<file path="src/rtl/core/plhm_pkg.sv">
// ----------------------------------------------------------------------------
// plhm_pkg
// Shared types, constants and the dB tick table of the peak-hold level meter.
// ----------------------------------------------------------------------------
package plhm_pkg;

   localparam int CHANNELS_DEF   = 8;
   localparam int TICK_COUNT_DEF = 10;
   localparam int QUEUE_DEPTH    = 2;

   localparam logic [11:0] BAR_LENGTH_RESET = 12'd256;
   localparam logic [19:0] HOLD_LIMIT_RESET = 20'd44100;
   localparam logic [20:0] AGE_MAX          = 21'h1FFFFF;

   // 60 dB in Q8 and 20*log10(2) in Q16
   localparam logic [13:0] DB_FLOOR_Q8      = 14'd15360;
   localparam logic [18:0] DB_PER_OCTAVE    = 19'd394566;
   // ceil(2^23/10): exact floor(x/10) for x below 2^22
   localparam logic [19:0] DIV10_MUL        = 20'd838861;

   localparam logic [0:0] CSR_BAR_LENGTH = 1'b0;
   localparam logic [0:0] CSR_HOLD_LIMIT = 1'b1;

   typedef struct packed {
      logic [2:0]  channel;
      logic [15:0] level;
      logic [15:0] peak;
   } q_item_type;

   typedef struct packed {
      logic        start;
      logic [15:0] x;
   } conv_req_type;

   typedef struct packed {
      logic        done;
      logic [11:0] pos;
   } conv_stat_type;

   // tick magnitudes in Q8 dB (negated tick values); past the tenth: 0 dB
   function automatic logic [13:0] tick_mag(input logic [3:0] idx);
      logic [13:0] r;
      unique case (idx)
         4'd0:    r = 14'd15360;
         4'd1:    r = 14'd12800;
         4'd2:    r = 14'd10240;
         4'd3:    r = 14'd7680;
         4'd4:    r = 14'd5120;
         4'd5:    r = 14'd2560;
         4'd6:    r = 14'd1536;
         4'd7:    r = 14'd768;
         4'd8:    r = 14'd256;
         default: r = 14'd0;
      endcase
      return r;
   endfunction

endpackage

</file>
<file path="src/rtl/core/plhm_fifo.sv">
// ----------------------------------------------------------------------------
// plhm_fifo
// Short queue between the state-update front and the conversion back end.
// ----------------------------------------------------------------------------
module plhm_fifo
   import plhm_pkg::*;
#(
   parameter int DEPTH = QUEUE_DEPTH
) (
   input  logic       clock,
   input  logic       reset,
   input  logic       push,
   input  q_item_type push_item,
   output logic       full,
   input  logic       pop,
   output q_item_type pop_item,
   output logic       empty
);

   localparam int PW = (DEPTH > 1) ? $clog2(DEPTH) : 1;
   localparam int CW = $clog2(DEPTH + 1);

   q_item_type    slot_ff [DEPTH];
   logic [PW-1:0] wr_ff, rd_ff;
   logic [CW-1:0] count_ff;

   assign full     = (32'(count_ff) == DEPTH);
   assign empty    = (count_ff == '0);
   assign pop_item = slot_ff[rd_ff];

   function automatic logic [PW-1:0] bump(input logic [PW-1:0] p);
      return (32'(p) == DEPTH - 1) ? '0 : p + PW'(1);
   endfunction

   always_ff @(posedge clock) begin
      if (reset) begin
         wr_ff    <= '0;
         rd_ff    <= '0;
         count_ff <= '0;
      end else begin
         if (push) wr_ff <= bump(wr_ff);
         if (pop)  rd_ff <= bump(rd_ff);
         if (push && !pop)      count_ff <= count_ff + CW'(1);
         else if (pop && !push) count_ff <= count_ff - CW'(1);
      end
   end

   always_ff @(posedge clock) begin
      if (push) slot_ff[wr_ff] <= push_item;
   end

endmodule

</file>
<file path="config.mk">
export PLATFORM = sky130hd
export DESIGN_NAME = plhm_fifo
export DESIGN_NICKNAME = d
export VERILOG_FILES = /design/src/rtl/core/plhm_pkg.sv /design/src/rtl/core/plhm_fifo.sv
export SDC_FILE = /design/constraint.sdc
export NUM_CORES = 1
export LEC_CHECK = 0
export ABC_AREA = 1
export BUFFER_PORTS_ARGS = -buffer_cell sky130_fd_sc_hd__buf_2
export CAP_MARGIN = 10
export CELL_PAD_IN_SITES_DETAIL_PLACEMENT = 1
export CELL_PAD_IN_SITES_GLOBAL_PLACEMENT = 1
export CORE_UTILIZATION = 44
export DETAILED_ROUTE_END_ITERATION = 6
export GPL_TIMING_DRIVEN = 1
export PLACE_DENSITY = 0.78
export SETUP_SLACK_MARGIN = 0.3
export SYNTH_ARGS = -nofsm -noshare
export SYNTH_HDL_FRONTEND = slang
export SYNTH_SLANG_ARGS = --single-unit
</file>
<file path="constraint.sdc">
create_clock -name clock -period 2.85 [get_ports clock]
set_input_delay 0.57 -clock clock [delete_from_list [all_inputs] [get_ports clock]]
set_output_delay 0.57 -clock clock [all_outputs]
set_load 0.02 [all_outputs]
</file>
==> flow_summary.json <==
{
  "wl_met1_mm": 2.04,
  "synthMuxAreaShare": 0.174,
  "synth_fa_ha_area_frac": 0.00430,
  "syn_nets": 182,
  "synth-compound-area-share": 0.00344,
  "critPathRequiredTime_ns": 2.28,
  "p_comb_frac": 0.146,
  "ant_nets": 0,
  "holdCritPathClass": "input port to register",
  "synth_warnings": 0,
  "wl_met3_um": 272,
  "fin_crit_sh": 0.719,
  "drc": 0,
  "crit_chain": "buf_12 > mux2_2 > buf_2",
  "start_kind": "register",
  "cts_inserted_buffers": 9,
  "setup_viol": 0,
  "gp_congestion": 0.661,
  "synth_top_family_by_area": "multiplexers",
  "finalMaxSlewViolations": 0,
  "critical_path_buf_inv_count": 2,
  "route.met2.wl_mm": 2.75,
  "reg2reg_from": "wr_ff",
  "r2r_slack_ns": 1.35,
  "holdPathStages": 1,
  "clock_path_buffers": 2,
  "cts_tree": "done",
  "p_seq_frac": 0.564,
  "r2r_cells": 3,
  "clockPowerShare": 0.291,
  "grt_pass1_wl_mm": 8.20,
  "fin_crit_ns": 2.05,
  "synth_cell_types": 16,
  "worst_clock_skew_ns": 0.00782,
  "via_count": 1479,
  "worst_slew_pin_slew_ns": 0.545,
  "htree_levels": 3,
  "syn2layout_area_growth_pct": 20.8,
  "ys_seq_area_frac": 0.758,
  "initial_core_util": 0.458,
  "arrival_ns": 1.48,
  "die_y_um": 83.3,
  "synth_xor_area_frac": 0.00301,
  "core_area_mm2": 0.00635,
  "syn_inst": 142,
  "drt_iter0_markers": 47,
  "hold_viol": 0,
  "drv_cap": 0,
  "p_int_w": 0.00173,
  "worstSkewPairLatency_ns": 0.33,
  "p_sw_w": 0.000555,
  "syn-cell-area_mm2": 0.00291,
  "gr-total-overflow": 0,
  "crit_type": "register to output port",
  "ys_ff_latch": 75,
  "endpoint_kind": "output port",
  "slowest_stage": "mux2_2",
  "antenna_found_initial": 0,
  "cts_repair_resize_count": 0,
  "fmax_mhz": 488,
  "die_area_mm2": 0.00693,
  "swShare": 0.242,
  "finalNonFillerCells": 309,
  "finalPower_w": 0.00229,
  "rows": 29,
  "diodes": 0,
  "nNetsFinal": 268,
  "root_buffer": "clkbuf_8",
  "yosys.area_share.simple": 0.0211,
  "holdPathEnd": "slot_ff[1][26]",
  "grt_max_degree": 36,
  "worstPathMaxFanout": 35,
  "drive_gt1_frac": 0.547,
  "cts.clk_slew.worst_paths_ns": 0.07,
  "io_buffers": 75,
  "max_stage_delay_ns": 0.38,
  "grt_pass1_vias": 1662,
  "p_leak_nw": 1.43,
  "vias_per_cell": 4.79,
  "worstReg2RegEnd": "slot_ff[1][24]",
  "avgSynthCellArea_um2": 20.5,
  "ctsHoldBuffers": 0,
  "p_per_area_mw_per_mm2": 652,
  "place_hpwl_mm": 3.64,
  "grt_usage": 0.162,
  "min-delay-start": "push_item[26]",
  "postCtsSetupRepairBufs": 0,
  "io_pins": 76,
  "wl_mm": 5.20,
  "crit_family": "buffers and inverters",
  "rsz0062_at_grt": "no",
  "wl_per_cell_um": 16.8,
  "cts_sinks": 75,
  "highest_layer": "met4",
  "drt_pass1_iterations": 4,
  "vdd_drop_max_mv": 0.368,
  "max-slew-margin-rel": 0.637,
  "finalSetupTns_ns": 0,
  "status": "complete, no violations",
  "die_w_um": 83.3,
  "dp_cells": 294
}
==> metal layers <==
| metal | global-route usage | up-vias |
|---|---|---|
| met2 | 0.282 | 46 |
| met1 | 0.176 | 718 |
| li1 | - | 705 |
| met3 | 0.0577 | 10 |
| met4 | 0.0752 | 0 |
| met5 | 0 | - |
==> area by class of cell <==
cell class / instances / area (um^2)
fillers: 609 / 2840
well taps: 77 / 96.3
multi-input cells: 54 / 607
inverters: 9 / 33.8
clock buffers: 13 / 139
clock inverters: 2 / 13.8
flip-flops and latches: 75 / 2200
repair buffers: 79 / 418
==> cell usage in the layout, fill, tap and decap left out, types with 3 or more instances in the layout <==
master	instances
nor2_1	6
clkbuf_8	9
mux2_4	30
buf_4	3
nand2_1	5
edfxtp_1	70
dfxtp_1	4
clkbuf_1	4
mux2_2	5
inv_1	9
buf_2	75
==> registers in the layout, indices dropped and copies added, names as in the netlist, named ones only <==
register and cells:
count_ff 2, rd_ff 1, slot_ff 70, wr_ff 1
==> power by group through the flow <==
stage          sequential [W]  clock, W  combinational, W
5_1_grt               0.00130  0.000733          0.000359
3_3_place_gp          0.00131         0          0.000332
2_1_floorplan         0.00131         0          0.000243
6_report              0.00129  0.000665          0.000334
4_1_cts               0.00129  0.000692          0.000342
3_5_place_dp          0.00132         0          0.000340
==> stage by stage <==
step	worst slack, ns	hold slack (ns)	area (um^2)	util
global placement	1.05	0.500	3360	0.529
finish	0.802	0.419	3510	0.553
CTS	0.773	0.400	3510	0.553
floorplan	0.338	0.480	2910	-
detailed placement	1.01	0.513	3360	0.529
global route	0.739	0.400	3510	0.553
==> Yosys cell counts, drive strengths merged <==
library cell,count,share of area
mux2,35,0.17
nor2,7,0.0090
edfxtp,70,0.72
dfxtp,5,0.034
buf,4,0.025
o21ai,1,0.0017
nand4,1,0.0022
nand3,1,0.0017
inv,9,0.012
ha,1,0.0043
a21oi,1,0.0017
xnor2,1,0.0030
nor3,1,0.0017
nand2,5,0.0065
==> worst max-delay path by stage <==
stage	startpoint	end	slack [ns]	cells after the start
6_report	register	pop_item[19]	0.80	3
5_1_grt	register	pop_item[19]	0.74	3
4_1_cts	register	pop_item[19]	0.77	3
3_5_place_dp	push	slot_ff[0][25]	1.01	4
3_3_place_gp	push	slot_ff[0][0]	1.05	4
2_1_floorplan	push	slot_ff[0][0]	0.34	2
==> cell families (layout without fill, tap and decap cells) <==
family	after synthesis	in the layout
XOR/XNOR	1	1
multiplexers	35	35
AO/OA/AOI/OAI	2	2
adder cells (fa/ha/maj)	1	1
flip-flops	75	75
buffers and inverters	13	103
AND/OR/NAND/NOR	15	15
(Power assumes the default switching activity.)
