`src/rtl/core/plhm_pkg.sv`:
```
// ----------------------------------------------------------------------------
// plhm_pkg
// Shared types, constants and the dB tick table of the peak-hold level meter.
// ----------------------------------------------------------------------------
package plhm_pkg;

   localparam int CHANNELS_DEF   = 8;
   localparam int TICK_COUNT_DEF = 10;
   localparam int QUEUE_DEPTH    = 2;

   localparam logic [11:0] BAR_LENGTH_RESET = 12'd256;
   localparam logic [19:0] HOLD_LIMIT_RESET = 20'd44100;
   localparam logic [20:0] AGE_MAX          = 21'h1FFFFF;

   // 60 dB in Q8 and 20*log10(2) in Q16
   localparam logic [13:0] DB_FLOOR_Q8      = 14'd15360;
   localparam logic [18:0] DB_PER_OCTAVE    = 19'd394566;
   // ceil(2^23/10): exact floor(x/10) for x below 2^22
   localparam logic [19:0] DIV10_MUL        = 20'd838861;

   localparam logic [0:0] CSR_BAR_LENGTH = 1'b0;
   localparam logic [0:0] CSR_HOLD_LIMIT = 1'b1;

   typedef struct packed {
      logic [2:0]  channel;
      logic [15:0] level;
      logic [15:0] peak;
   } q_item_type;

   typedef struct packed {
      logic        start;
      logic [15:0] x;
   } conv_req_type;

   typedef struct packed {
      logic        done;
      logic [11:0] pos;
   } conv_stat_type;

   // tick magnitudes in Q8 dB (negated tick values); past the tenth: 0 dB
   function automatic logic [13:0] tick_mag(input logic [3:0] idx);
      logic [13:0] r;
      unique case (idx)
         4'd0:    r = 14'd15360;
         4'd1:    r = 14'd12800;
         4'd2:    r = 14'd10240;
         4'd3:    r = 14'd7680;
         4'd4:    r = 14'd5120;
         4'd5:    r = 14'd2560;
         4'd6:    r = 14'd1536;
         4'd7:    r = 14'd768;
         4'd8:    r = 14'd256;
         default: r = 14'd0;
      endcase
      return r;
   endfunction

endpackage

```
`src/rtl/core/plhm_if.sv`:
```
// ----------------------------------------------------------------------------
// plhm_if
// Request and response channel interfaces, valid/ready handshake.
// ----------------------------------------------------------------------------
interface plhm_req_if;
   logic        valid;
   logic        ready;
   logic [2:0]  channel;
   logic [15:0] amplitude;
   logic [15:0] sample_count;

   modport source (output valid, channel, amplitude, sample_count, input ready);
   modport sink   (input valid, channel, amplitude, sample_count, output ready);
endinterface


```
`src/rtl/core/plhm_front.sv`:
```
// ----------------------------------------------------------------------------
// plhm_front
// Accepts a block peak, updates the channel's level, peak and age state and
// queues the new level and peak for conversion.
// ----------------------------------------------------------------------------
module plhm_front
   import plhm_pkg::*;
#(
   parameter int CHANNELS = CHANNELS_DEF
) (
   input  logic        clock,
   input  logic        reset,
   plhm_req_if.sink    req,
   input  logic [19:0] hold_limit,
   output logic        push,
   output q_item_type  push_item,
   input  logic        full
);

   localparam int AW = (CHANNELS > 1) ? $clog2(CHANNELS) : 1;

   typedef enum logic [3:0] {
      F_IDLE  = 4'b0001,
      F_READ  = 4'b0010,
      F_CALC  = 4'b0100,
      F_WRITE = 4'b1000
   } f_state_type;

   f_state_type state_ff, state_in;

   logic [52:0]   store_ff [CHANNELS];
   logic [52:0]   rd_ff;
   logic [CHANNELS-1:0] valid_ff;
   logic          rd_vld_ff;
   logic [AW-1:0] addr_ff;
   logic          inr_ff;
   logic [2:0]    ch_ff;
   logic [15:0]   amp_ff;
   logic [15:0]   cnt_ff;
   logic [15:0]   old_lvl_ff, old_pk_ff;
   logic [20:0]   old_age_ff;
   logic [39:0]   prod_ff;
   q_item_type    upd_ff, upd_in;
   logic [20:0]   age_ff, age_in;

   logic          accept;
   logic [AW-1:0] req_addr;
   logic [15:0]   rd_lvl, rd_pk;
   logic [20:0]   rd_age;
   logic [19:0]   dsum;
   logic [15:0]   dec;
   logic [21:0]   age_sum;
   logic [20:0]   age_sat;
   logic          rising, release_pk;

   assign req.ready = (state_ff == F_IDLE);
   assign accept    = req.valid && req.ready;
   assign req_addr  = AW'(req.channel);

   assign rd_lvl = rd_vld_ff ? rd_ff[15:0]  : 16'd0;
   assign rd_pk  = rd_vld_ff ? rd_ff[31:16] : 16'd0;
   assign rd_age = rd_vld_ff ? rd_ff[52:32] : 21'd0;
   assign dsum   = 20'(rd_lvl) * 20'd9 + 20'(amp_ff) + 20'd5;

   assign dec        = prod_ff[38:23];
   assign age_sum    = {1'b0, old_age_ff} + 22'(cnt_ff);
   assign age_sat    = age_sum[21] ? AGE_MAX : age_sum[20:0];
   assign rising     = old_lvl_ff < amp_ff;
   assign release_pk = old_age_ff > {1'b0, hold_limit};

   always_comb begin
      upd_in         = upd_ff;
      age_in         = age_ff;
      upd_in.channel = ch_ff;
      if (!inr_ff) begin
         upd_in.level = 16'd0;
         upd_in.peak  = 16'd0;
         age_in       = 21'd0;
      end else if (rising) begin
         upd_in.level = amp_ff;
         if (old_pk_ff < amp_ff || release_pk) begin
            upd_in.peak = amp_ff;
            age_in      = 21'd0;
         end else begin
            upd_in.peak = old_pk_ff;
            age_in      = age_sat;
         end
      end else begin
         upd_in.level = dec;
         if (release_pk) begin
            upd_in.peak = dec;
            age_in      = 21'd0;
         end else begin
            upd_in.peak = old_pk_ff;
            age_in      = age_sat;
         end
      end
   end

   always_comb begin
      state_in = state_ff;
      unique case (state_ff)
         F_IDLE:  if (accept) state_in = F_READ;
         F_READ:  state_in = F_CALC;
         F_CALC:  state_in = F_WRITE;
         F_WRITE: if (!full) state_in = F_IDLE;
         default: state_in = F_IDLE;
      endcase
   end

   assign push      = (state_ff == F_WRITE) && !full;
   assign push_item = upd_ff;

   always_ff @(posedge clock) begin
      if (reset) begin
         state_ff <= F_IDLE;
         valid_ff <= '0;
      end else begin
         state_ff <= state_in;
         if (push && inr_ff) valid_ff[addr_ff] <= 1'b1;
      end
   end

   always_ff @(posedge clock) begin
      if (accept) begin
         ch_ff     <= req.channel;
         amp_ff    <= req.amplitude;
         cnt_ff    <= req.sample_count;
         addr_ff   <= req_addr;
         inr_ff    <= 32'(req.channel) < CHANNELS;
         rd_ff     <= store_ff[req_addr];
         rd_vld_ff <= valid_ff[req_addr];
      end
      if (state_ff == F_READ) begin
         old_lvl_ff <= rd_lvl;
         old_pk_ff  <= rd_pk;
         old_age_ff <= rd_age;
         prod_ff    <= dsum * DIV10_MUL;
      end
      if (state_ff == F_CALC) begin
         upd_ff <= upd_in;
         age_ff <= age_in;
      end
      if (push && inr_ff) store_ff[addr_ff] <= {age_ff, upd_ff.peak, upd_ff.level};
   end

endmodule

```
`src/flat_wrapper.sv`:
```
// flat-port wrapper written by rule: the top's interface ports become plain ports
module plhm_front_flat import plhm_pkg::*;
#(
   parameter int CHANNELS = CHANNELS_DEF
)
  (clock, reset, hold_limit, push, push_item, full, req_valid, req_channel, req_amplitude, req_sample_count, req_ready);
  plhm_req_if req_i ();
  input  logic clock;
  input  logic reset;
  input  logic [19:0] hold_limit;
  output logic push;
  output q_item_type push_item;
  input  logic full;
  input wire logic [$bits(req_i.valid)-1:0] req_valid;
  input wire logic [$bits(req_i.channel)-1:0] req_channel;
  input wire logic [$bits(req_i.amplitude)-1:0] req_amplitude;
  input wire logic [$bits(req_i.sample_count)-1:0] req_sample_count;
  output wire logic [$bits(req_i.ready)-1:0] req_ready;
  assign req_i.valid = req_valid;
  assign req_i.channel = req_channel;
  assign req_i.amplitude = req_amplitude;
  assign req_i.sample_count = req_sample_count;
  assign req_ready = req_i.ready;
  plhm_front #(.CHANNELS(CHANNELS)) u_core (.clock(clock), .reset(reset), .req(req_i), .hold_limit(hold_limit), .push(push), .push_item(push_item), .full(full));
endmodule
```
`config.mk`:
```
export PLATFORM = sky130hd
export DESIGN_NAME = plhm_front_flat
export DESIGN_NICKNAME = d
export VERILOG_FILES = /design/src/rtl/core/plhm_pkg.sv /design/src/rtl/core/plhm_if.sv /design/src/rtl/core/plhm_front.sv /design/src/flat_wrapper.sv
export SDC_FILE = /design/constraint.sdc
export NUM_CORES = 1
export LEC_CHECK = 0
export BUFFER_PORTS_ARGS = -buffer_cell sky130_fd_sc_hd__buf_2
export CORE_ASPECT_RATIO = 0.5
export CORE_UTILIZATION = 60
export CTS_CLUSTER_DIAMETER = 150
export CTS_CLUSTER_SIZE = 12
export DETAILED_ROUTE_END_ITERATION = 12
export PLACE_DENSITY = 0.8
export REMOVE_ABC_BUFFERS = 1
export SETUP_SLACK_MARGIN = 0.1
export SYNTH_ARGS = -nofsm -noshare
export SYNTH_HDL_FRONTEND = slang
export SYNTH_SLANG_ARGS = --single-unit
```
`constraint.sdc`:
```
create_clock -name clock -period 10.62 [get_ports clock]
set_input_delay 0.531 -clock clock [delete_from_list [all_inputs] [get_ports clock]]
set_output_delay 0.531 -clock clock [all_outputs]
set_load 0.1 [all_outputs]
```
==> results list <==
* Run status: finished clean
- Seq/Total Area, Yosys: 0.568
* Number of global-route vias before repair: 19300
* Synth area leaders: sky130_fd_sc_hd__edfxtp_1 56%, sky130_fd_sc_hd__ha_1 11%, sky130_fd_sc_hd__fa_1 9.1%, sky130_fd_sc_hd__mux4_2 7.1%, sky130_fd_sc_hd__inv_1 4.0%
* Final routed DRC violation total: 0
* Startpoint Class: flop
- The synthesized netlist occupies a cell area of 0.0341 mm^2.
- Required time of the critical path: 10970 ps
* Count of clock tree sinks: 650
- Synth cell types: 68
- Counting every instance in the synthesized netlist gives 2190.
* Number of diodes added for antenna fixing: 0
- Max-slew violations: 0
- Compared with the post-synthesis result, the final layout area differs by 8.95%.
- The first TritonRoute pass finished after 6 iterations.
- After clock tree synthesis, the setup repair step added 0 buffers.
- Wire length of the first global-routing pass: 111000 um
- The most used flip-flop cell after synthesis is sky130_fd_sc_hd__edfxtp_1.
- Ratio of cells with drive above 1 in the final layout: 0.158
- Setup Viol. Count Final: 0
- I/O Buffers: 95
- Max Fanout on Critical Path: 20
* DIE HEIGHT: 171 um
* Vias per cell: 5.99
- Length of routed met2 wiring: 35800 um
- Die Width: 339 um
- Initial antenna violation count: 1
- Hold Startpoint: req_amplitude[7]
* Starting DRC count in detailed routing: 1730
- In the layout the commonest cells are 638 x sky130_fd_sc_hd__edfxtp_1, 362 x sky130_fd_sc_hd__inv_1, 305 x sky130_fd_sc_hd__ha_1.
* Max Buffers Root-to-Sink: 3
- Setup slack on the worst reg-to-reg path comes out at 570 ps.
- TritonCTS built the clock tree.
- Grt total ovfl: 0
* Die area: 0.0579 mm^2
- Final hold vios: 0
- After legalization and detailed placement, the total HPWL measured 46000 um.
* Pin count of the biggest net entering global routing: 71
- Delay contributed by the slowest stage of the critical path: 670 ps
- Proportion of register bits with asynchronous set or reset after synthesis: 0
- Worst min-delay path endpoint: u_core.amp_ff[7]
* Crit Reg-Reg Startpoint: u_core.rd_vld_ff
* Tightest slew margin relative to the limit: 0.206
- Fill cells in the final layout number 3722.
* Cells on worst reg2reg path: 37
* Highest Signal Layer: met4
- GP Congestion: 0.915
- CTS-repair resized insts: 0
* Critical setup path kind: reg2reg
* CP max-delay cell: sky130_fd_sc_hd__o21ai_0
- Unrepaired setup endpoints after global routing: no
* Number of antenna-violating nets in the routed design: 0
* Max Fclk: 99.5 MHz
- After floorplanning, the core was divided into 61 placement rows.
- For this run, the post-layout net count is 2841.
- For this block, the routed nets add up to 72200 um of wire.
- After layout, the minimum clock period comes to 10050 ps.
- Data arrives at the worst endpoint at 10400 ps.
- Of the post-synthesis cell area, the dominant cell type holds 0.561.
* Number of hold buffers added after cts: 0
- In this run the clock root is driven by a sky130_fd_sc_hd__clkbuf_16.
- Clock-pin slew was measured on the worst setup and hold paths at 60 ps.
* Clock buffer count from CTS: 60
- The tool flagged a number of max-cap violations equal to 0.
- Of the available clock period, the critical path in the final layout requires 0.947.
- Cell family with the largest share of critical-path delay: adder cells
- The detailed router placed 18500 vias in this run.
* Wire length the detailed router placed on met1: 29800 um
- CTS built an H-tree with a depth of 2.
- Wire length per cell: 23.4 um
- The critical path contains buffers and inverters numbering 8 combined.
- At the pin with the least slew margin, the transition time is 1190 ps.
* Synthesized area per cell: 15.6 um^2
- Cell taking the most area after synthesis: sky130_fd_sc_hd__edfxtp_1
- For this run, the number of Yosys warnings is 0.
- After routing, the total negative slack on setup checks comes to 0 ps.
* Critical register-to-register path endpoint: u_core.prod_ff[33]
- Along the worst hold path, the cell count comes to 1.
- Most common library cell in the layout ignoring fill and taps: sky130_fd_sc_hd__edfxtp_1
* Number of enable-type register cells in the synthesized netlist: 638
* Routed wl met3: 5310 um
- The core region is 0.0559 mm^2.
- Worst min-delay path category: in2reg
- Initial Utilization: 0.611
- The synthesized design contains 650 register bits.
- Tot GR Track Use: 0.255
- Clock latency on the worst-skew pair, taken at its later pin, is 600 ps.
- 96 I/O pins were placed.
- Across the routed clock network, the largest skew measured is 23.4 ps.
- Worst setup EP type: flop
-- flip-flops by register name, summed over array words and instances, names as in the netlist --
register           cells
u_core.push_item      35
u_core.age_ff         21
u_core.old_pk_ff      16
u_core.prod_ff        16
u_core.amp_ff         16
u_core.rd_vld_ff       1
u_core.rd_ff          53
u_core.addr_ff         3
u_core.store_ff      424
u_core.old_lvl_ff     16
u_core.state_ff        4
u_core.valid_ff        8
u_core.cnt_ff         16
u_core.old_age_ff     21
-- per-layer routing --
metal | GRT usage | vias up
met1 | 0.347 | 9445
met3 | 0.0398 | 104
met4 | 0.0556 | 0
li1 | - | 8221
met2 | 0.438 | 745
met5 | 0 | -
-- worst max-delay path by stage --
stage | to | startpoint | cells past startpoint
global placement | u_core.prod_ff[33] | u_core.rd_vld_ff | 31
CTS | u_core.prod_ff[33] | u_core.rd_vld_ff | 37
global route | u_core.prod_ff[33] | u_core.rd_vld_ff | 31
finish | u_core.prod_ff[33] | u_core.rd_vld_ff | 37
floorplan | u_core.prod_ff[33] | u_core.rd_vld_ff | 33
detailed placement | u_core.prod_ff[33] | u_core.rd_vld_ff | 37
-- Yosys cell counts, types with 28 or more instances --
cell type and instances:
sky130_fd_sc_hd__edfxtp_1 638, sky130_fd_sc_hd__inv_1 363, sky130_fd_sc_hd__ha_1 305, sky130_fd_sc_hd__fa_1 156, sky130_fd_sc_hd__mux4_2 108, sky130_fd_sc_hd__nor2_1 62
sky130_fd_sc_hd__a21oi_1 60, sky130_fd_sc_hd__and2_1 54, sky130_fd_sc_hd__mux2_2 54, sky130_fd_sc_hd__nand2_1 42, sky130_fd_sc_hd__o21ai_0 38, sky130_fd_sc_hd__xnor2_1 31
sky130_fd_sc_hd__a21o_1 28, sky130_fd_sc_hd__clkbuf_1 28
-- final cells by class --
| cell class | count | area, um^2 | area share |
|---|---|---|---|
| clock inverters | 3 | 28.8 | 0.000774 |
| flip-flops and latches | 650 | 19400 | 0.522 |
| repair buffers | 116 | 642 | 0.0173 |
| inverters | 363 | 1370 | 0.0367 |
| multi-input cells | 1130 | 13200 | 0.356 |
| well taps | 756 | 946 | 0.0254 |
| clock buffers | 73 | 1570 | 0.0423 |
-- worst reg2reg max path: cells and delay by family, from the launching register on --
kind | cells | cell delay, ps
adder cells (fa/ha/maj) | 12 | 4700
AO/OA/AOI/OAI | 12 | 2950
XOR/XNOR | 2 | 510
buffers and inverters | 8 | 540
flip-flops | 1 | 650
AND/OR/NAND/NOR | 3 | 470
-- logic make-up (layout without fill, tap and decap cells) --
family          Yosys count  count (layout)  share of synthesized area
compound gates          211             211                     0.0430
xor+xnor                 53              53                     0.0136
fa+ha+maj               461             461                      0.203
buf+inv                 410             555                     0.0459
flops                   650             650                      0.568
mux                     164             164                     0.0897
simple gates            241             241                     0.0364
-- through the flow --
step / hold slack, ps / instances / cell area, um^2 / utilization / setup WS [ps]
after CTS: 89.0 / 3091 / 37200 / 0.666 / 744
final: 107 / 3091 / 37200 / 0.666 / 568
after global placement: 446 / 3015 / 35600 / 0.637 / 960
after detailed placement: 463 / 3015 / 35600 / 0.637 / 774
after global routing: 93.6 / 3091 / 37200 / 0.666 / 140
after floorplan: 435 / 2143 / 33900 / - / 1520
Power is not shown: default switching activity piles up to over one toggle a cycle in this logic, so the estimate is an artifact.
