File: src/rtl/core/plhm_pkg.sv
// ----------------------------------------------------------------------------
// plhm_pkg
// Shared types, constants and the dB tick table of the peak-hold level meter.
// ----------------------------------------------------------------------------
package plhm_pkg;

   localparam int CHANNELS_DEF   = 8;
   localparam int TICK_COUNT_DEF = 10;
   localparam int QUEUE_DEPTH    = 2;

   localparam logic [11:0] BAR_LENGTH_RESET = 12'd256;
   localparam logic [19:0] HOLD_LIMIT_RESET = 20'd44100;
   localparam logic [20:0] AGE_MAX          = 21'h1FFFFF;

   // 60 dB in Q8 and 20*log10(2) in Q16
   localparam logic [13:0] DB_FLOOR_Q8      = 14'd15360;
   localparam logic [18:0] DB_PER_OCTAVE    = 19'd394566;
   // ceil(2^23/10): exact floor(x/10) for x below 2^22
   localparam logic [19:0] DIV10_MUL        = 20'd838861;

   localparam logic [0:0] CSR_BAR_LENGTH = 1'b0;
   localparam logic [0:0] CSR_HOLD_LIMIT = 1'b1;

   typedef struct packed {
      logic [2:0]  channel;
      logic [15:0] level;
      logic [15:0] peak;
   } q_item_type;

   typedef struct packed {
      logic        start;
      logic [15:0] x;
   } conv_req_type;

   typedef struct packed {
      logic        done;
      logic [11:0] pos;
   } conv_stat_type;

   // tick magnitudes in Q8 dB (negated tick values); past the tenth: 0 dB
   function automatic logic [13:0] tick_mag(input logic [3:0] idx);
      logic [13:0] r;
      unique case (idx)
         4'd0:    r = 14'd15360;
         4'd1:    r = 14'd12800;
         4'd2:    r = 14'd10240;
         4'd3:    r = 14'd7680;
         4'd4:    r = 14'd5120;
         4'd5:    r = 14'd2560;
         4'd6:    r = 14'd1536;
         4'd7:    r = 14'd768;
         4'd8:    r = 14'd256;
         default: r = 14'd0;
      endcase
      return r;
   endfunction

endpackage

File: src/rtl/core/plhm_if.sv


interface plhm_rsp_if;
   logic        valid;
   logic        ready;
   logic [2:0]  channel_out;
   logic [15:0] level;
   logic [15:0] peak;
   logic [11:0] level_position;
   logic [11:0] peak_position;

   modport source (output valid, channel_out, level, peak, level_position,
                   peak_position, input ready);
   modport sink   (input valid, channel_out, level, peak, level_position,
                   peak_position, output ready);
endinterface

File: src/rtl/core/plhm_conv.sv
// ----------------------------------------------------------------------------
// plhm_conv
// Amplitude to bar position: log2 by repeated squaring, scale to dB, then a
// piecewise-linear tick mapping; tick scale by reciprocal multiply and the
// interpolation by a restoring divider.
// ----------------------------------------------------------------------------
module plhm_conv
   import plhm_pkg::*;
#(
   parameter int TICK_COUNT = TICK_COUNT_DEF
) (
   input  logic          clock,
   input  logic          reset,
   input  conv_req_type  creq,
   input  logic [11:0]   bar_length,
   output conv_stat_type cstat
);

   localparam logic [3:0]  TL    = 4'(TICK_COUNT - 1);
   localparam logic [4:0]  LAST  = 5'd25;
   localparam int          TLI   = TICK_COUNT - 1;
   // ceil(2^20/TL): exact floor(x/TL) for x below 2^16
   localparam logic [20:0] RECIP = 21'(((1 << 20) + TLI - 1) / TLI);

   typedef enum logic [8:0] {
      S_IDLE  = 9'b000000001,
      S_LOG   = 9'b000000010,
      S_MULLO = 9'b000000100,
      S_MULHI = 9'b000001000,
      S_SEG   = 9'b000010000,
      S_SCALE = 9'b000100000,
      S_NUM   = 9'b001000000,
      S_DIV   = 9'b010000000,
      S_DONE  = 9'b100000000
   } c_state_type;

   c_state_type state_ff;
   logic [15:0] m_ff, frac_ff;
   logic [3:0]  e_ff, seg_ff;
   logic [4:0]  cnt_ff;
   logic [29:0] prod_ff;
   logic [13:0] mag_ff;
   logic [12:0] rem_ff, dvs_ff;
   logic [25:0] qd_ff;
   logic [15:0] x1_ff, x2_ff;
   logic [11:0] p1_ff, p2_ff, pos_ff;

   logic        start;
   logic [3:0]  msb;
   logic [31:0] sq;
   logic [16:0] sq_sh;
   logic [15:0] m_next;
   logic [20:0] n_w;
   logic [39:0] acc;
   logic [39:0] rnd;
   logic [15:0] mag_raw;
   logic [13:0] mag_c;
   logic [3:0]  seg_c;
   logic [13:0] rem_sh, rem_n;
   logic        ge;
   logic [25:0] qd_n;
   logic [13:0] lo_mag, hi_mag, dm, den;
   logic [11:0] diff;
   logic [25:0] num;
   logic [36:0] q1, q2;

   assign start = creq.start && (state_ff == S_IDLE || state_ff == S_DONE);

   always_comb begin
      msb = 4'd0;
      for (int k = 0; k < 16; k++) begin
         if (creq.x[k]) msb = 4'(k);
      end
   end

   // one fraction bit per squaring, mantissa kept in [1,2) as Q15
   assign sq     = 32'(m_ff) * 32'(m_ff);
   assign sq_sh  = sq[31:15];
   assign m_next = sq_sh[16] ? sq_sh[16:1] : sq_sh[15:0];

   assign n_w     = {5'd16 - {1'b0, e_ff}, 16'd0} - 21'(frac_ff);
   assign acc     = 40'(prod_ff) +
                    40'({29'(n_w[20:11]) * 29'(DB_PER_OCTAVE), 11'd0});
   assign rnd     = acc + 40'h800000;
   assign mag_raw = rnd[39:24];
   assign mag_c   = (mag_raw > 16'(DB_FLOOR_Q8)) ? DB_FLOOR_Q8 : mag_raw[13:0];

   // first tick above the value, i.e. first magnitude below it
   always_comb begin
      seg_c = 4'd1;
      for (int k = TICK_COUNT - 1; k >= 1; k--) begin
         if (tick_mag(4'(k)) < mag_ff) seg_c = 4'(k);
      end
   end

   assign q1 = 37'(x1_ff) * 37'(RECIP);
   assign q2 = 37'(x2_ff) * 37'(RECIP);

   assign rem_sh = {rem_ff, qd_ff[25]};
   assign ge     = rem_sh >= {1'b0, dvs_ff};
   assign rem_n  = ge ? rem_sh - {1'b0, dvs_ff} : rem_sh;
   assign qd_n   = {qd_ff[24:0], ge};

   assign lo_mag = tick_mag(seg_ff - 4'd1);
   assign hi_mag = tick_mag(seg_ff);
   assign dm     = lo_mag - mag_ff;
   assign den    = lo_mag - hi_mag;
   assign diff   = p2_ff - p1_ff;
   assign num    = 26'(diff) * 26'(dm);

   assign cstat.done = (state_ff == S_DONE);
   assign cstat.pos  = pos_ff;

   always_ff @(posedge clock) begin
      if (reset) begin
         state_ff <= S_IDLE;
      end else begin
         unique case (state_ff)
            S_IDLE, S_DONE: begin
               if (start) state_ff <= (creq.x == 16'd0) ? S_SEG : S_LOG;
            end
            S_LOG:   if (cnt_ff == 5'd15) state_ff <= S_MULLO;
            S_MULLO: state_ff <= S_MULHI;
            S_MULHI: state_ff <= S_SEG;
            S_SEG: begin
               if (mag_ff >= DB_FLOOR_Q8 || mag_ff <= tick_mag(TL)) state_ff <= S_DONE;
               else state_ff <= S_SCALE;
            end
            S_SCALE: state_ff <= S_NUM;
            S_NUM:   state_ff <= S_DIV;
            S_DIV:   if (cnt_ff == LAST) state_ff <= S_DONE;
            default: state_ff <= S_IDLE;
         endcase
      end
   end

   always_ff @(posedge clock) begin
      unique case (state_ff)
         S_IDLE, S_DONE: begin
            if (start) begin
               m_ff    <= creq.x << (4'd15 - msb);
               e_ff    <= msb;
               frac_ff <= 16'd0;
               cnt_ff  <= 5'd0;
               mag_ff  <= DB_FLOOR_Q8;
            end
         end
         S_LOG: begin
            m_ff    <= m_next;
            frac_ff <= {frac_ff[14:0], sq_sh[16]};
            cnt_ff  <= cnt_ff + 5'd1;
         end
         S_MULLO: prod_ff <= 30'(n_w[10:0]) * 30'(DB_PER_OCTAVE);
         S_MULHI: mag_ff  <= mag_c;
         S_SEG: begin
            if (mag_ff >= DB_FLOOR_Q8) begin
               pos_ff <= 12'd0;
            end else if (mag_ff <= tick_mag(TL)) begin
               pos_ff <= bar_length;
            end else begin
               seg_ff <= seg_c;
               x1_ff  <= 16'(bar_length) * 16'(seg_c - 4'd1);
               x2_ff  <= 16'(bar_length) * 16'(seg_c);
            end
         end
         S_SCALE: begin
            p1_ff <= q1[31:20];
            p2_ff <= q2[31:20];
         end
         S_NUM: begin
            // round half up: (2*num + den) / (2*den)
            qd_ff  <= {num[24:0], 1'b0} + 26'(den);
            dvs_ff <= {den[11:0], 1'b0};
            rem_ff <= 13'd0;
            cnt_ff <= 5'd0;
         end
         S_DIV: begin
            rem_ff <= rem_n[12:0];
            qd_ff  <= qd_n;
            cnt_ff <= cnt_ff + 5'd1;
            if (cnt_ff == LAST) pos_ff <= p1_ff + qd_n[11:0];
         end
         default: ;
      endcase
   end

endmodule

File: src/rtl/core/plhm_back.sv
// ----------------------------------------------------------------------------
// plhm_back
// Pops queued level/peak pairs, converts both to bar positions in parallel
// and holds the finished result in the output register.
// ----------------------------------------------------------------------------
module plhm_back
   import plhm_pkg::*;
#(
   parameter int TICK_COUNT = TICK_COUNT_DEF
) (
   input  logic        clock,
   input  logic        reset,
   input  q_item_type  pop_item,
   input  logic        empty,
   output logic        pop,
   input  logic [11:0] bar_length,
   plhm_rsp_if.source  rsp
);

   typedef enum logic [1:0] {
      B_IDLE = 2'b01,
      B_RUN  = 2'b10
   } b_state_type;

   b_state_type   state_ff;
   q_item_type    item_ff;
   logic          out_vld_ff;
   logic [2:0]    out_ch_ff;
   logic [15:0]   out_lvl_ff, out_pk_ff;
   logic [11:0]   out_lpos_ff, out_ppos_ff;

   conv_req_type  lreq, preq;
   conv_stat_type lstat, pstat;
   logic          load;
   logic [11:0]   ppos;

   assign pop  = (state_ff == B_IDLE) && !empty;
   assign load = (state_ff == B_RUN) && lstat.done && pstat.done &&
                 (!out_vld_ff || rsp.ready);

   assign lreq.start = pop;
   assign lreq.x     = pop_item.level;
   assign preq.start = pop;
   assign preq.x     = pop_item.peak;

   plhm_conv #(.TICK_COUNT(TICK_COUNT)) u_conv_level (
      .clock(clock), .reset(reset), .creq(lreq), .bar_length(bar_length), .cstat(lstat)
   );

   plhm_conv #(.TICK_COUNT(TICK_COUNT)) u_conv_peak (
      .clock(clock), .reset(reset), .creq(preq), .bar_length(bar_length), .cstat(pstat)
   );

   // keep the peak marker two pixels short of the bar end
   always_comb begin
      ppos = pstat.pos;
      if (({1'b0, pstat.pos} + 13'd2) >= {1'b0, bar_length}) begin
         ppos = (bar_length >= 12'd2) ? bar_length - 12'd2 : 12'd0;
      end
   end

   assign rsp.valid          = out_vld_ff;
   assign rsp.channel_out    = out_ch_ff;
   assign rsp.level          = out_lvl_ff;
   assign rsp.peak           = out_pk_ff;
   assign rsp.level_position = out_lpos_ff;
   assign rsp.peak_position  = out_ppos_ff;

   always_ff @(posedge clock) begin
      if (reset) begin
         state_ff   <= B_IDLE;
         out_vld_ff <= 1'b0;
      end else begin
         unique case (state_ff)
            B_IDLE:  if (pop) state_ff <= B_RUN;
            B_RUN:   if (load) state_ff <= B_IDLE;
            default: state_ff <= B_IDLE;
         endcase
         if (load)           out_vld_ff <= 1'b1;
         else if (rsp.ready) out_vld_ff <= 1'b0;
      end
   end

   always_ff @(posedge clock) begin
      if (pop) item_ff <= pop_item;
      if (load) begin
         out_ch_ff   <= item_ff.channel;
         out_lvl_ff  <= item_ff.level;
         out_pk_ff   <= item_ff.peak;
         out_lpos_ff <= lstat.pos;
         out_ppos_ff <= ppos;
      end
   end

endmodule

File: src/flat_wrapper.sv
// flat-port wrapper written by rule: the top's interface ports become plain ports
module plhm_back_flat import plhm_pkg::*;
#(
   parameter int TICK_COUNT = TICK_COUNT_DEF
)
  (clock, reset, pop_item, empty, pop, bar_length, rsp_valid, rsp_channel_out, rsp_level, rsp_peak, rsp_level_position, rsp_peak_position, rsp_ready);
  plhm_rsp_if rsp_i ();
  input  logic clock;
  input  logic reset;
  input  q_item_type pop_item;
  input  logic empty;
  output logic pop;
  input  logic [11:0] bar_length;
  output wire logic [$bits(rsp_i.valid)-1:0] rsp_valid;
  output wire logic [$bits(rsp_i.channel_out)-1:0] rsp_channel_out;
  output wire logic [$bits(rsp_i.level)-1:0] rsp_level;
  output wire logic [$bits(rsp_i.peak)-1:0] rsp_peak;
  output wire logic [$bits(rsp_i.level_position)-1:0] rsp_level_position;
  output wire logic [$bits(rsp_i.peak_position)-1:0] rsp_peak_position;
  input wire logic [$bits(rsp_i.ready)-1:0] rsp_ready;
  assign rsp_valid = rsp_i.valid;
  assign rsp_channel_out = rsp_i.channel_out;
  assign rsp_level = rsp_i.level;
  assign rsp_peak = rsp_i.peak;
  assign rsp_level_position = rsp_i.level_position;
  assign rsp_peak_position = rsp_i.peak_position;
  assign rsp_i.ready = rsp_ready;
  plhm_back #(.TICK_COUNT(TICK_COUNT)) u_core (.clock(clock), .reset(reset), .pop_item(pop_item), .empty(empty), .pop(pop), .bar_length(bar_length), .rsp(rsp_i));
endmodule
File: config.mk
export PLATFORM = sky130hd
export DESIGN_NAME = plhm_back_flat
export DESIGN_NICKNAME = d
export VERILOG_FILES = /design/src/rtl/core/plhm_pkg.sv /design/src/rtl/core/plhm_if.sv /design/src/rtl/core/plhm_conv.sv /design/src/rtl/core/plhm_back.sv /design/src/flat_wrapper.sv
export SDC_FILE = /design/constraint.sdc
export NUM_CORES = 2
export LEC_CHECK = 0
export BUFFER_PORTS_ARGS = -buffer_cell sky130_fd_sc_hd__buf_2
export CAP_MARGIN = 20
export CELL_PAD_IN_SITES_DETAIL_PLACEMENT = 0
export CELL_PAD_IN_SITES_GLOBAL_PLACEMENT = 1
export CORE_MARGIN = 2
export CORE_UTILIZATION = 51
export CTS_CLUSTER_SIZE = 25
export DETAILED_ROUTE_END_ITERATION = 16
export PLACE_DENSITY_LB_ADDON = 0.2
export SYNTH_ARGS = -nofsm -noshare
export SYNTH_HDL_FRONTEND = slang
export SYNTH_HIERARCHICAL = 1
export SYNTH_SLANG_ARGS = --single-unit
File: constraint.sdc
create_clock -name clock -period 9.8 [get_ports clock]
set_input_delay 1.47 -clock clock [delete_from_list [all_inputs] [get_ports clock]]
set_output_delay 1.47 -clock clock [all_outputs]
set_load 0.005 [all_outputs]
==> results.md <==
- Worst-Margin Slew: 1.11 ns
- Post-DR vias/cell: 5.41
- Final Slew Violations: 0
- 1st-iter DRT viols: 3056
- Hold Crit Depth: 0
- WP data required: 10.19 ns
- Top_reg_cell synth: edfxtp_1
- Mapped Cells: 8735
- RSZ-0062 raised after global routing: false
- Most frequent cells in the layout: inv_1 (1698), ha_1 (1466), fa_1 (1066)
- CTS Sinks: 503
- Critical path buffers and inverters: 7
- Row cnt: 149
- Largest family of logic cells by synthesized area: adder cells
- Detailed-placement wirelength estimate: 162 mm
- Setup_tns: 0 ns
- CP Depth: 34
- Final wirelength: 196 mm
- Final period util: 93.6%
- Slowest cell delay on critical path: 0.57 ns
- Max Clock Skew: 0.0562 ns
- Tmin final: 9.17 ns
- Post-synthesis adder-cell area fraction: 46.7%
- Die area: 170000 sq um
- Synth Area in Simple Gates: 12.7%
- Endpoints failing hold: 0
- R2r worst-path depth: 34
- HP Class: reg -> reg
- Area grow syn2layout: 6.45%
- Crit path max-delay family: adder cells
- H-tree depth: 3
- Critical Path End Type: flip-flop
- Die Y: 412 um
- Async SR Flop Fraction: 0%
- Initial antenna violation count: 7
- Global-route congestion overflow total: 0
- All-layer global routing usage: 23.7%
- Most common cell after layout, fill and taps aside: inv_1
- EDFF count, synth: 470
- Post-route ant nets: 0
- Slowest stage cell on the critical path: nor4_1
- Flops & latches, synth: 503
- Clock transition at path regs: 0.06 ns
- Mapped cell area: 85100 sq um
- Drc violations: 0
- CP Max Fanout: 14
- Post-synth top area share: 25.1%
- Clock latency at the later pin of the worst-skew pair: 0.70 ns
- Routability Congestion: 0.886
- First-pass GRT wire length: 324 mm
- Yosys top cell by area: fa_1
- Syn_nets: 11300
- Status: finished, final reports clean
- Avg WL per Cell: 17.8 um
- Total number of vias: 59700
- Chip Width: 412 um
- Longest Clk Path Bufs: 3
- Vias in the first global route: 61900
- Compound-Gate Fraction of Synth Area: 8.52%
- I/O pins: 112
- Fmax: 109 MHz
- Layout cell share with drive strength beyond 1: 5.50%
- CTS tree: done
- Kind of critical path: reg -> reg
- Maxcap violations: 0
- Mean Syn Cell Area: 9.74 sq um
- CTS Buf Count: 67
- Yosys cell types: 132
- Final-stage net count: 11400
- Mux contribution to synthesized area: 1.32%
- Buffer count from post-CTS setup fixing: 0
- Setup-failing EPs final: 0
- Worst path arrival time: 9.56 ns
- Area contributors post-synth: fa_1 (25%), ha_1 (22%), edfxtp_1 (17%), inv_1 (7.5%), xnor2_1 (3.3%)
- Pre-Repair DR Iteration Count: 7
- Root Buffer Master: clkbuf_16
- Buffers on Ports: 111
- Register area share after synthesis: 17.4%
- Synth warn: 6
- Core ar.: 165000 sq um
- Largest net degree at the start of global routing: 49
- Post-synthesis xor/xnor area fraction: 4.96%
- Initial Util: 51.4%
- Slew headroom: 25.6%
- Critical path launch point type: flip-flop
==> path summary, 6_finish.rpt <==
kind,end,startpoint,slack [ns]
setup reg to reg,u_core/u_conv_level/qd_ff[25],u_core/u_conv_level/p2_ff[0],0.63
hold / removal,u_core/rsp.level_position[4],u_core/u_conv_level/pos_ff[4],0.41
setup / recovery,u_core/u_conv_level/qd_ff[25],u_core/u_conv_level/p2_ff[0],0.63
hold reg to reg,u_core/rsp.level_position[4],u_core/u_conv_level/pos_ff[4],0.41
==> flip-flops by register name, summed over array words and instances, names as in the netlist, 16 cells and up <==
name and count:
u_core/u_conv_level/prod_ff 18, u_core/u_conv_peak/frac_ff 16, u_core/u_conv_level/x2_ff 16, u_core/u_conv_peak/qd_ff 26, u_core/u_conv_level/m_ff 16, u_core/u_conv_peak/x1_ff 16, u_core/rsp.peak 16, u_core/u_conv_peak/prod_ff 18
u_core/u_conv_peak/x2_ff 16, u_core/u_conv_peak/m_ff 16, u_core/u_conv_level/frac_ff 16, u_core/u_conv_level/x1_ff 16, u_core/u_conv_level/qd_ff 26, u_core/item_ff 35, u_core/rsp.level 16
==> cell usage after synthesis (23+ instances only) <==
master / instances
inv_1: 1699
o21bai_1: 42
or2_2: 50
nand4_1: 38
o31ai_1: 31
edfxtp_1: 470
a21o_1: 103
ha_1: 1466
xor2_1: 151
dfxtp_1: 33
a21oi_1: 302
clkbuf_1: 180
o21ai_0: 194
and3_1: 53
nand2_1: 712
nor3_1: 107
and2_1: 291
a21boi_0: 23
nand2b_1: 73
fa_1: 1066
o21a_1: 48
o211ai_1: 28
nand3_1: 130
nor2_1: 422
a211oi_1: 42
nor2b_1: 90
mux2i_1: 54
a31oi_1: 27
xnor2_1: 320
or3_1: 29
nor4_1: 36
==> final cells by class <==
class                      count  area [sq um]
fill                       15000         74800
multi-input combinational   6329         63200
sequential                   503         14800
inverter                    1705          6400
tap                         2189          2740
clock buffer                  75          1720
timing repair buffer         191          1170
clock inverter                44           553
antenna                        2          5.00
==> logic make-up after synthesis <==
logic type / count (synthesis)
mux: 90
fa+ha+maj: 2533
simple gates: 2160
xor+xnor: 475
buf+inv: 1903
flops: 503
compound gates: 1071
==> layer usage <==
layer	GRT usage (%)	vias up	part of all wire, %
li1	-	28900	-
met1	32.6	29700	46
met2	40.6	869	49
met3	2.27	196	3.3
met4	5.20	2	1.9
met5	0	-	0.0066
==> metrics by stage <==
stage | utilization (%) | hold slack, ns | cell area (sq um) | std cells | setup slack (ns)
floorplan | - | 0.400 | 85100 | 8735 | 1.33
finish | 54.8 | 0.413 | 90500 | 11000 | 0.630
global route | 54.7 | 0.416 | 90500 | 11000 | 0.00982
global placement | 53.4 | 0.401 | 88200 | 10900 | 0.767
detailed placement | 53.4 | 0.405 | 88200 | 10900 | 0.587
CTS | 54.7 | 0.416 | 90500 | 11000 | 0.521
==> what timing repair did <==
action | in CTS | in global routing
hold buffers | 0 | 0
resized for setup | 0 | 1
endpoints found under the setup margin | 0 | 8
Power is not shown: default switching activity piles up to over one toggle a cycle in this logic, so the estimate is an artifact.
